File: src/design/ftcd_pkg.sv
package ftcd_pkg;

   localparam int TAG_W = 36;
   localparam int SLOT_W = 6;
   localparam int HANDLE_W = 32;

   typedef enum logic [1:0] {
      CMD_LOOKUP       = 2'd0,
      CMD_LOOKUP_ALLOC = 2'd1,
      CMD_FORCE_ALLOC  = 2'd2,
      CMD_INVALIDATE   = 2'd3
   } cmd_type;

   typedef enum logic [1:0] {
      ST_CLEAR,
      ST_IDLE,
      ST_SCAN,
      ST_ALLOC
   } state_type;

   typedef struct packed {
      cmd_type     cmd;
      logic [3:0]  level;
      logic [15:0] tile_col;
      logic [15:0] tile_row;
   } req_type;

   typedef struct packed {
      logic                hit;
      logic                allocated;
      logic [SLOT_W-1:0]   slot;
      logic [HANDLE_W-1:0] handle;
   } rsp_type;

   typedef struct packed {
      logic             valid;
      logic [TAG_W-1:0] tag;
   } entry_type;

endpackage

File: src/design/fifo_tile_cache_directory.sv
// Fully associative tile directory with first-in first-out replacement.
// An item is taken on req_item at a rising edge where start is high and busy
// is low. Each item yields exactly one result on rsp_item, shown for one
// cycle with rsp_strobe high; the receiver cannot hold results off.
// The directory lives in one synchronous memory of {valid, tag} entries.
// A lookup scans it one entry per cycle through the single read port and
// stops at the first match; a hit answers from the scan, a lookup miss
// answers once the last entry has been checked, and a lookup-or-allocate
// miss then goes on to allocate the next slot after the fill pointer.
// A force allocate goes straight to that allocate step without a scan.
// An invalidate-all sweeps the memory one entry per cycle through the write
// port and responds once the sweep is done.
// A new item can be taken in the cycle its predecessor's result is shown.
// After reset the same sweep runs with busy high and no result; csr_wr_data
// is written to the handle base whenever csr_wr_en is high, and reset sets
// the handle base to 1.
module fifo_tile_cache_directory #(
   parameter int CACHE_DEPTH = 64
) (
   input  logic                          clock,
   input  logic                          reset,
   input  logic                          start,
   output logic                          busy,
   input  ftcd_pkg::req_type             req_item,
   output logic                          rsp_strobe,
   output ftcd_pkg::rsp_type             rsp_item,
   input  logic                          csr_wr_en,
   input  logic [ftcd_pkg::HANDLE_W-1:0] csr_wr_data
);

   localparam int IDX_W = $clog2(CACHE_DEPTH);

   logic [ftcd_pkg::HANDLE_W-1:0] base_ff;
   logic mem_wr_en;
   logic [IDX_W-1:0] mem_wr_addr;
   logic [IDX_W-1:0] mem_rd_addr;
   ftcd_pkg::entry_type mem_wr_data;
   ftcd_pkg::entry_type mem_rd_data;

   always_ff @(posedge clock) begin
      if (reset) begin
         base_ff <= ftcd_pkg::HANDLE_W'(1);
      end else if (csr_wr_en) begin
         base_ff <= csr_wr_data;
      end
   end

   ftcd_tag_ram #(
      .CACHE_DEPTH(CACHE_DEPTH)
   ) u_ram (
      .clock   (clock),
      .wr_en   (mem_wr_en),
      .wr_addr (mem_wr_addr),
      .wr_data (mem_wr_data),
      .rd_addr (mem_rd_addr),
      .rd_data (mem_rd_data)
   );

   ftcd_ctrl #(
      .CACHE_DEPTH(CACHE_DEPTH)
   ) u_ctrl (
      .clock       (clock),
      .reset       (reset),
      .start       (start),
      .busy        (busy),
      .req_item    (req_item),
      .handle_base (base_ff),
      .rsp_strobe  (rsp_strobe),
      .rsp_item    (rsp_item),
      .mem_wr_en   (mem_wr_en),
      .mem_wr_addr (mem_wr_addr),
      .mem_wr_data (mem_wr_data),
      .mem_rd_addr (mem_rd_addr),
      .mem_rd_data (mem_rd_data)
   );

   a_accept_busy: assert property (@(posedge clock) disable iff (reset)
      (start && !busy) |=> busy)
      else $error("accepted item did not make the block busy");

   a_one_result: assert property (@(posedge clock) disable iff (reset)
      rsp_strobe |=> !rsp_strobe)
      else $error("results on consecutive cycles");

   a_hit_xor_alloc: assert property (@(posedge clock) disable iff (reset)
      rsp_strobe |-> !(rsp_item.hit && rsp_item.allocated))
      else $error("result is both hit and allocated");

   a_idle_fields: assert property (@(posedge clock) disable iff (reset)
      (rsp_strobe && !rsp_item.hit && !rsp_item.allocated) |->
      (rsp_item.slot == '0) && (rsp_item.handle == '0))
      else $error("miss result carries a slot or handle");

endmodule

File: src/design/ftcd_tag_ram.sv
module ftcd_tag_ram #(
   parameter int CACHE_DEPTH = 64
) (
   input  logic                             clock,
   input  logic                             wr_en,
   input  logic [$clog2(CACHE_DEPTH)-1:0]   wr_addr,
   input  ftcd_pkg::entry_type              wr_data,
   input  logic [$clog2(CACHE_DEPTH)-1:0]   rd_addr,
   output ftcd_pkg::entry_type              rd_data
);

   ftcd_pkg::entry_type mem [CACHE_DEPTH];
   ftcd_pkg::entry_type rd_data_ff;

   always_ff @(posedge clock) begin
      if (wr_en) begin
         mem[wr_addr] <= wr_data;
      end
      rd_data_ff <= mem[rd_addr];
   end

   assign rd_data = rd_data_ff;

endmodule

File: src/design/ftcd_ctrl.sv
module ftcd_ctrl #(
   parameter int CACHE_DEPTH = 64
) (
   input  logic                                   clock,
   input  logic                                   reset,
   input  logic                                   start,
   output logic                                   busy,
   input  ftcd_pkg::req_type                      req_item,
   input  logic [ftcd_pkg::HANDLE_W-1:0]          handle_base,
   output logic                                   rsp_strobe,
   output ftcd_pkg::rsp_type                      rsp_item,
   output logic                                   mem_wr_en,
   output logic [$clog2(CACHE_DEPTH)-1:0]         mem_wr_addr,
   output ftcd_pkg::entry_type                    mem_wr_data,
   output logic [$clog2(CACHE_DEPTH)-1:0]         mem_rd_addr,
   input  ftcd_pkg::entry_type                    mem_rd_data
);

   localparam int IDX_W = $clog2(CACHE_DEPTH);
   localparam int CNT_W = $clog2(CACHE_DEPTH + 1);
   localparam logic [CNT_W-1:0] CNT_LAST = CNT_W'(CACHE_DEPTH - 1);
   localparam logic [CNT_W-1:0] CNT_END = CNT_W'(CACHE_DEPTH);
   localparam logic [IDX_W-1:0] IDX_LAST = IDX_W'(CACHE_DEPTH - 1);

   ftcd_pkg::state_type state_ff, state_in;
   logic [CNT_W-1:0] addr_ff, addr_in;
   logic chk_vld_ff, chk_vld_in;
   logic [IDX_W-1:0] chk_idx_ff, chk_idx_in;
   logic [IDX_W-1:0] ptr_ff, ptr_in;
   logic clr_rsp_ff, clr_rsp_in;
   logic rsp_strobe_ff, rsp_strobe_in;
   ftcd_pkg::rsp_type rsp_ff, rsp_in;
   ftcd_pkg::cmd_type cmd_ff, cmd_in;
   logic [ftcd_pkg::TAG_W-1:0] tag_ff, tag_in;
   logic match;
   logic [IDX_W-1:0] ptr_next;

   assign match = mem_rd_data.valid && (mem_rd_data.tag == tag_ff);
   assign ptr_next = (ptr_ff == IDX_LAST) ? '0 : ptr_ff + 1'b1;
   assign mem_rd_addr = addr_ff[IDX_W-1:0];

   always_comb begin
      state_in = state_ff;
      case (state_ff)
         ftcd_pkg::ST_CLEAR: begin
            if (addr_ff == CNT_LAST) begin
               state_in = ftcd_pkg::ST_IDLE;
            end
         end
         ftcd_pkg::ST_IDLE: begin
            if (start) begin
               case (req_item.cmd)
                  ftcd_pkg::CMD_INVALIDATE:  state_in = ftcd_pkg::ST_CLEAR;
                  ftcd_pkg::CMD_FORCE_ALLOC: state_in = ftcd_pkg::ST_ALLOC;
                  default:                   state_in = ftcd_pkg::ST_SCAN;
               endcase
            end
         end
         ftcd_pkg::ST_SCAN: begin
            if (chk_vld_ff) begin
               if (match) begin
                  state_in = ftcd_pkg::ST_IDLE;
               end else if (chk_idx_ff == IDX_LAST) begin
                  state_in = (cmd_ff == ftcd_pkg::CMD_LOOKUP) ? ftcd_pkg::ST_IDLE
                                                               : ftcd_pkg::ST_ALLOC;
               end
            end
         end
         ftcd_pkg::ST_ALLOC: begin
            state_in = ftcd_pkg::ST_IDLE;
         end
         default: begin
            state_in = ftcd_pkg::ST_CLEAR;
         end
      endcase
   end

   always_comb begin
      addr_in = addr_ff;
      chk_vld_in = 1'b0;
      chk_idx_in = addr_ff[IDX_W-1:0];
      ptr_in = ptr_ff;
      clr_rsp_in = clr_rsp_ff;
      rsp_strobe_in = 1'b0;
      rsp_in = rsp_ff;
      cmd_in = cmd_ff;
      tag_in = tag_ff;
      mem_wr_en = 1'b0;
      mem_wr_addr = addr_ff[IDX_W-1:0];
      mem_wr_data = '0;
      case (state_ff)
         ftcd_pkg::ST_CLEAR: begin
            mem_wr_en = 1'b1;
            addr_in = addr_ff + 1'b1;
            if (addr_ff == CNT_LAST) begin
               addr_in = '0;
               clr_rsp_in = 1'b0;
               if (clr_rsp_ff) begin
                  rsp_strobe_in = 1'b1;
                  rsp_in = '0;
               end
            end
         end
         ftcd_pkg::ST_IDLE: begin
            if (start) begin
               cmd_in = req_item.cmd;
               tag_in = {req_item.level, req_item.tile_col, req_item.tile_row};
               addr_in = '0;
               clr_rsp_in = (req_item.cmd == ftcd_pkg::CMD_INVALIDATE);
            end
         end
         ftcd_pkg::ST_SCAN: begin
            if (addr_ff != CNT_END) begin
               chk_vld_in = 1'b1;
               addr_in = addr_ff + 1'b1;
            end
            if (chk_vld_ff) begin
               if (match) begin
                  rsp_strobe_in = 1'b1;
                  rsp_in.hit = 1'b1;
                  rsp_in.allocated = 1'b0;
                  rsp_in.slot = ftcd_pkg::SLOT_W'(chk_idx_ff);
                  rsp_in.handle = handle_base + ftcd_pkg::HANDLE_W'(chk_idx_ff);
               end else if ((chk_idx_ff == IDX_LAST) &&
                            (cmd_ff == ftcd_pkg::CMD_LOOKUP)) begin
                  rsp_strobe_in = 1'b1;
                  rsp_in = '0;
               end
            end
         end
         ftcd_pkg::ST_ALLOC: begin
            mem_wr_en = 1'b1;
            mem_wr_addr = ptr_next;
            mem_wr_data.valid = 1'b1;
            mem_wr_data.tag = tag_ff;
            ptr_in = ptr_next;
            rsp_strobe_in = 1'b1;
            rsp_in.hit = 1'b0;
            rsp_in.allocated = 1'b1;
            rsp_in.slot = ftcd_pkg::SLOT_W'(ptr_next);
            rsp_in.handle = handle_base + ftcd_pkg::HANDLE_W'(ptr_next);
         end
         default: begin
            addr_in = '0;
         end
      endcase
   end

   always_ff @(posedge clock) begin
      if (reset) begin
         state_ff <= ftcd_pkg::ST_CLEAR;
         addr_ff <= '0;
         chk_vld_ff <= 1'b0;
         ptr_ff <= '0;
         clr_rsp_ff <= 1'b0;
         rsp_strobe_ff <= 1'b0;
      end else begin
         state_ff <= state_in;
         addr_ff <= addr_in;
         chk_vld_ff <= chk_vld_in;
         ptr_ff <= ptr_in;
         clr_rsp_ff <= clr_rsp_in;
         rsp_strobe_ff <= rsp_strobe_in;
      end
   end

   always_ff @(posedge clock) begin
      chk_idx_ff <= chk_idx_in;
      rsp_ff <= rsp_in;
      cmd_ff <= cmd_in;
      tag_ff <= tag_in;
   end

   assign busy = (state_ff != ftcd_pkg::ST_IDLE);
   assign rsp_strobe = rsp_strobe_ff;
   assign rsp_item = rsp_ff;

endmodule

File: config.mk
export PLATFORM = sky130hd
export DESIGN_NAME = fifo_tile_cache_directory
export DESIGN_NICKNAME = d
export VERILOG_FILES = /design/src/design/ftcd_pkg.sv /design/src/design/fifo_tile_cache_directory.sv /design/src/design/ftcd_tag_ram.sv /design/src/design/ftcd_ctrl.sv
export SDC_FILE = /design/constraint.sdc
export NUM_CORES = 2
export LEC_CHECK = 0
export BUFFER_PORTS_ARGS = -buffer_cell sky130_fd_sc_hd__buf_2
export CORE_UTILIZATION = 49
export CTS_CLUSTER_DIAMETER = 100
export DETAILED_ROUTE_END_ITERATION = 12
export PLACE_DENSITY = 0.7
export REMOVE_ABC_BUFFERS = 1
export SLEW_MARGIN = 10
export SYNTH_ARGS = -nofsm -noshare
export SYNTH_HDL_FRONTEND = slang
export SYNTH_SLANG_ARGS = --single-unit
File: constraint.sdc
create_clock -name clock -period 6 [get_ports clock]
set_input_delay 0.6 -clock clock [delete_from_list [all_inputs] [get_ports clock]]
set_output_delay 0.6 -clock clock [all_outputs]
set_load 0.01 [all_outputs]
==> impl_metrics.ini <==
[synthesis]
ys_seq_area_share_pct = 77.19
avgSynthCellArea_sq_um = 23.35
netlist_area_sq_um = 97560
async_reset_ff_share_pct = 0
ys_ff_latch = 2539
netlist_instances = 4179
synth_edf_count = 2446
synth-main-ff-cell = edfxtp_1
synthDistinctLibCells = 67
synth_warnings = 0

[timing]
period_needed_ps = 4561
finalMaxSlewViolations = 0
rsz0062_at_grt = false
skew_ps = 46.27
tightest_slew_ps = 1295
fmax_mhz = 219.2
fin_setup_tns_ps = 0
hold_viol_final = 0
maxSlewHeadroom_pct = 13.44
fin_crit_sh_pct = 76.02
setup_viol = 0

[layout]
register_area_sq_um = 75330
drive_gt1_share_pct = 30.50
fin_nets = 4631
fillers = 13930
fin_util_pct = 56.17
synthToLayoutAreaGrowth_pct = 13.79
multi_input_area_sq_um = 21750

[floorplan]
core_sq_um = 197600
die_area_sq_um = 200900
io_pins = 116
die_w_um = 448.2
die_y_um = 448.2
start_util_pct = 49.37
std_cell_rows = 163

[detailed_routing]
drc_errors = 0
drt_pass1_iterations = 6
vias = 47060
wl_per_cell_um = 33.20
drtAntennaViolNets = 0
totalWireLength_mm = 245.1
drt_iter0_drc = 6224
routed_via_density = 6.374

[clocking]
clk_path_buf_depth = 3
cts_tree = built
htreeDepth = 4
numCtsBuffers = 237
postCtsSetupRepairBufs = 0
cts.reportedPaths.clkPinSlew_ps = 60
cts_sinks = 2539
clock_latency_ps = 890
clock-root-buffer = clkbuf_16

[power_and_ir_drop]
p_switching_mw = 7.407
pwr_density_cell_nw_per_um2 = 319.3
pwr-share-comb_pct = 3.7
clkPwrFrac_pct = 41.6
irDropWorstVdd_mv = 0.2665
pwr-share-seq_pct = 54.7
leakagePower_nw = 38.82
p_int_mw = 28.04
switching_share_pct = 20.89

[critical_path]
worstSetupStartpointType = register
path_cells = ha_4 > inv_1 > a21boi_1 > nand3_1 > nor2_4 > buf_4
cpPeakStageDelay_ps = 1150
rrSetupSlack_ps = 1440
crit_required_ps = 6570
arrival_ps = 5130
endpoint_kind = register
reg2reg_from = u_ctrl.state_ff[0]$_SDFFE_PP0P_
path_max_fanout = 52
critPathCapture = u_ram.mem[54][17]$_DFFE_PP_
crit_type = register to register
r2r_cells = 6
crit_slowest_cell = nor2_4
worstSetupStartpoint = u_ctrl.state_ff[0]$_SDFFE_PP0P_
r2r_end = u_ram.mem[54][17]$_DFFE_PP_

[grt]
grt_pass1_wl_mm = 347.5
grt_antenna_before_repair = 6
grt-ovfl-total = 0
grt_usage_pct = 24.57
grt_pass1_vias = 46650
grt_max_degree = 156

[placed_design]
port_buffers = 115
dp_hpwl_mm = 136.4
routabilityCongestion = 0.8455

[status]
outcome = complete, no violations

[hold_path]
min_path_type = input port to register
worstHoldPathCells = 4

[run]
maxCapViolations = 0
-- timing repair --
item | in CTS | in global routing
gates resized for setup | 0 | 0
hold buffers | 70 | 0
hold endpoints to repair | 70 | 0
-- worst min path at each step --
| stage | start | to |
|---|---|---|
| global route | start | u_ctrl.state_ff[0]$_SDFFE_PP0P_ |
| global placement | u_ctrl.addr_ff[1]$_SDFFE_PP0P_ | u_ctrl.chk_idx_ff[1]$_DFF_P_ |
| detailed placement | u_ctrl.addr_ff[1]$_SDFFE_PP0P_ | u_ctrl.chk_idx_ff[1]$_DFF_P_ |
| floorplan | u_ctrl.addr_ff[3]$_SDFFE_PP0P_ | u_ctrl.chk_idx_ff[3]$_DFF_P_ |
| CTS | start | u_ctrl.state_ff[0]$_SDFFE_PP0P_ |
| finish | start | u_ctrl.state_ff[0]$_SDFFE_PP0P_ |
-- power groups by stage --
stage                     sequential [mW]  combinational [mW]  clock, mW
after floorplan                      20.0                1.11          0
after global placement               19.8                1.26          0
after detailed placement             19.8                1.27          0
after CTS                            19.4                1.31       14.9
after global routing                 19.4                1.36       15.6
final                                19.4                1.30       14.8
-- layout by cell type (no fill, tap or decap), types with 7 or more instances in the layout --
cell,netlist,layout
a211oi_1,7,7
a21o_1,7,7
a21oi_1,33,33
a2bb2oi_1,7,7
a31oi_1,11,11
and2_1,40,30
and3_1,10,10
buf_12,0,34
buf_2,62,115
buf_4,6,109
bufinv_16,0,15
clkbuf_1,107,61
clkbuf_16,0,237
clkbuf_8,0,20
clkinv_1,0,47
clkinv_16,0,10
clkinv_2,0,41
dfxtp_1,93,89
dlygate4sd3_1,0,70
edfxtp_1,2446,2446
ha_1,17,16
inv_1,26,25
mux2i_1,42,42
mux4_2,765,765
nand2_1,66,66
nand3_1,26,26
nand4_1,20,20
nor2_1,131,67
nor2_4,0,64
nor2b_1,9,9
nor3_1,11,11
o211ai_1,15,15
o21ai_0,21,21
o21ai_1,18,18
o22ai_1,10,10
o311ai_1,7,7
o31ai_1,9,9
xnor2_1,44,44
xor2_1,11,11
-- worst max-delay path: cells and delay by family (launching register included) --
kind | cells | cell delay (ps)
compound gates | 1 | 400
fa+ha+maj | 1 | 580
buf+inv | 2 | 840
flops | 1 | 420
simple gates | 2 | 1960
-- cell families (layout without fill, tap and decap cells) --
logic type               Yosys count  count (layout)  synth area share (%)
AO/OA/AOI/OAI                    178             178                 1.227
XOR/XNOR                          55              55                0.4938
adder cells (fa/ha/maj)           20              20                0.2693
buffers and inverters            239             801                 1.053
flip-flops                      2539            2539                 77.19
multiplexers                     807             807                 18.09
other                              0               2                     0
AND/OR/NAND/NOR                  341             341                 1.671
-- metrics by stage --
stage	area [sq um]	setup WS, ps	power (mW)	hold slack (ps)	instances
detailed placement	102600	1662	21.04	464.7	6868
finish	111000	1439	35.45	292.5	7383
global route	111000	1372	36.32	324.9	7382
floorplan	96650	-22960	21.07	437.1	3970
CTS	111000	1627	35.59	238.5	7380
global placement	102600	1715	21.03	466.8	6868
-- cell type report --
type                       count  area share [%]
timing repair buffer         329           2.525
clock buffer                 318           5.797
multi-input combinational   1401           19.59
inverter                      30          0.1093
clock inverter               124           1.139
sequential                  2539           67.86
antenna                        2        0.004508
tap                         2640           2.976
-- registers in the layout, summed over array words and instances, names as in the netlist, 2 cells and up --
| signal | count |
|---|---|
| base_ff | 32 |
| u_ctrl.chk_idx_ff | 6 |
| u_ctrl.ptr_ff | 6 |
| u_ctrl.addr_ff | 7 |
| u_ctrl.state_ff | 2 |
| u_ram.mem | 2368 |
| u_ctrl.cmd_ff | 2 |
| u_ram.rd_data | 37 |
| u_ctrl.tag_ff | 36 |
| u_ctrl.rsp_item | 40 |
-- cells in the mapped netlist (3+ instances only) --
master	number	area, sq um
ha_1	17	212.7
mux2i_1	42	420.4
xnor2_1	44	385.4
inv_1	26	97.59
nor2b_1	9	56.30
dfxtp_1	93	1862
nor2_1	131	491.7
nor3_1	11	55.05
o22ai_1	10	62.56
o311ai_1	7	61.31
nor4_1	6	37.54
inv_2	4	15.01
o21ai_0	21	105.1
nand2b_1	3	18.77
a211oi_1	7	52.55
clkbuf_1	107	401.6
nand3b_1	4	30.03
o221ai_1	6	52.55
and4_1	4	35.03
mux4_2	765	17230
o21ai_1	18	90.09
o31ai_1	9	67.56
buf_6	4	45.04
xor2_1	11	96.34
a21oi_1	33	165.2
edfxtp_1	2446	73450
nand2_1	66	247.7
buf_4	6	45.04
nand4_1	20	125.1
o211ai_1	15	112.6
a2bb2oi_1	7	61.31
and2_1	40	250.2
nand3_1	26	130.1
a31oi_1	11	68.82
a21boi_1	3	22.52
nand4b_1	3	26.28
a21o_1	7	52.55
buf_2	62	310.3
buf_1	30	112.6
and3_1	10	62.56
-- routing by layer --
layer  global-route usage (%)  share of wire, %  vias up
met5                        0            0.0094        -
li1                         -                 -    18600
met3                    4.956                10      395
met2                    38.91                48     2953
met4                    7.449               3.1        4
met1                    34.79                38    25110
No activity file was read; power rests on OpenSTA's default activity.
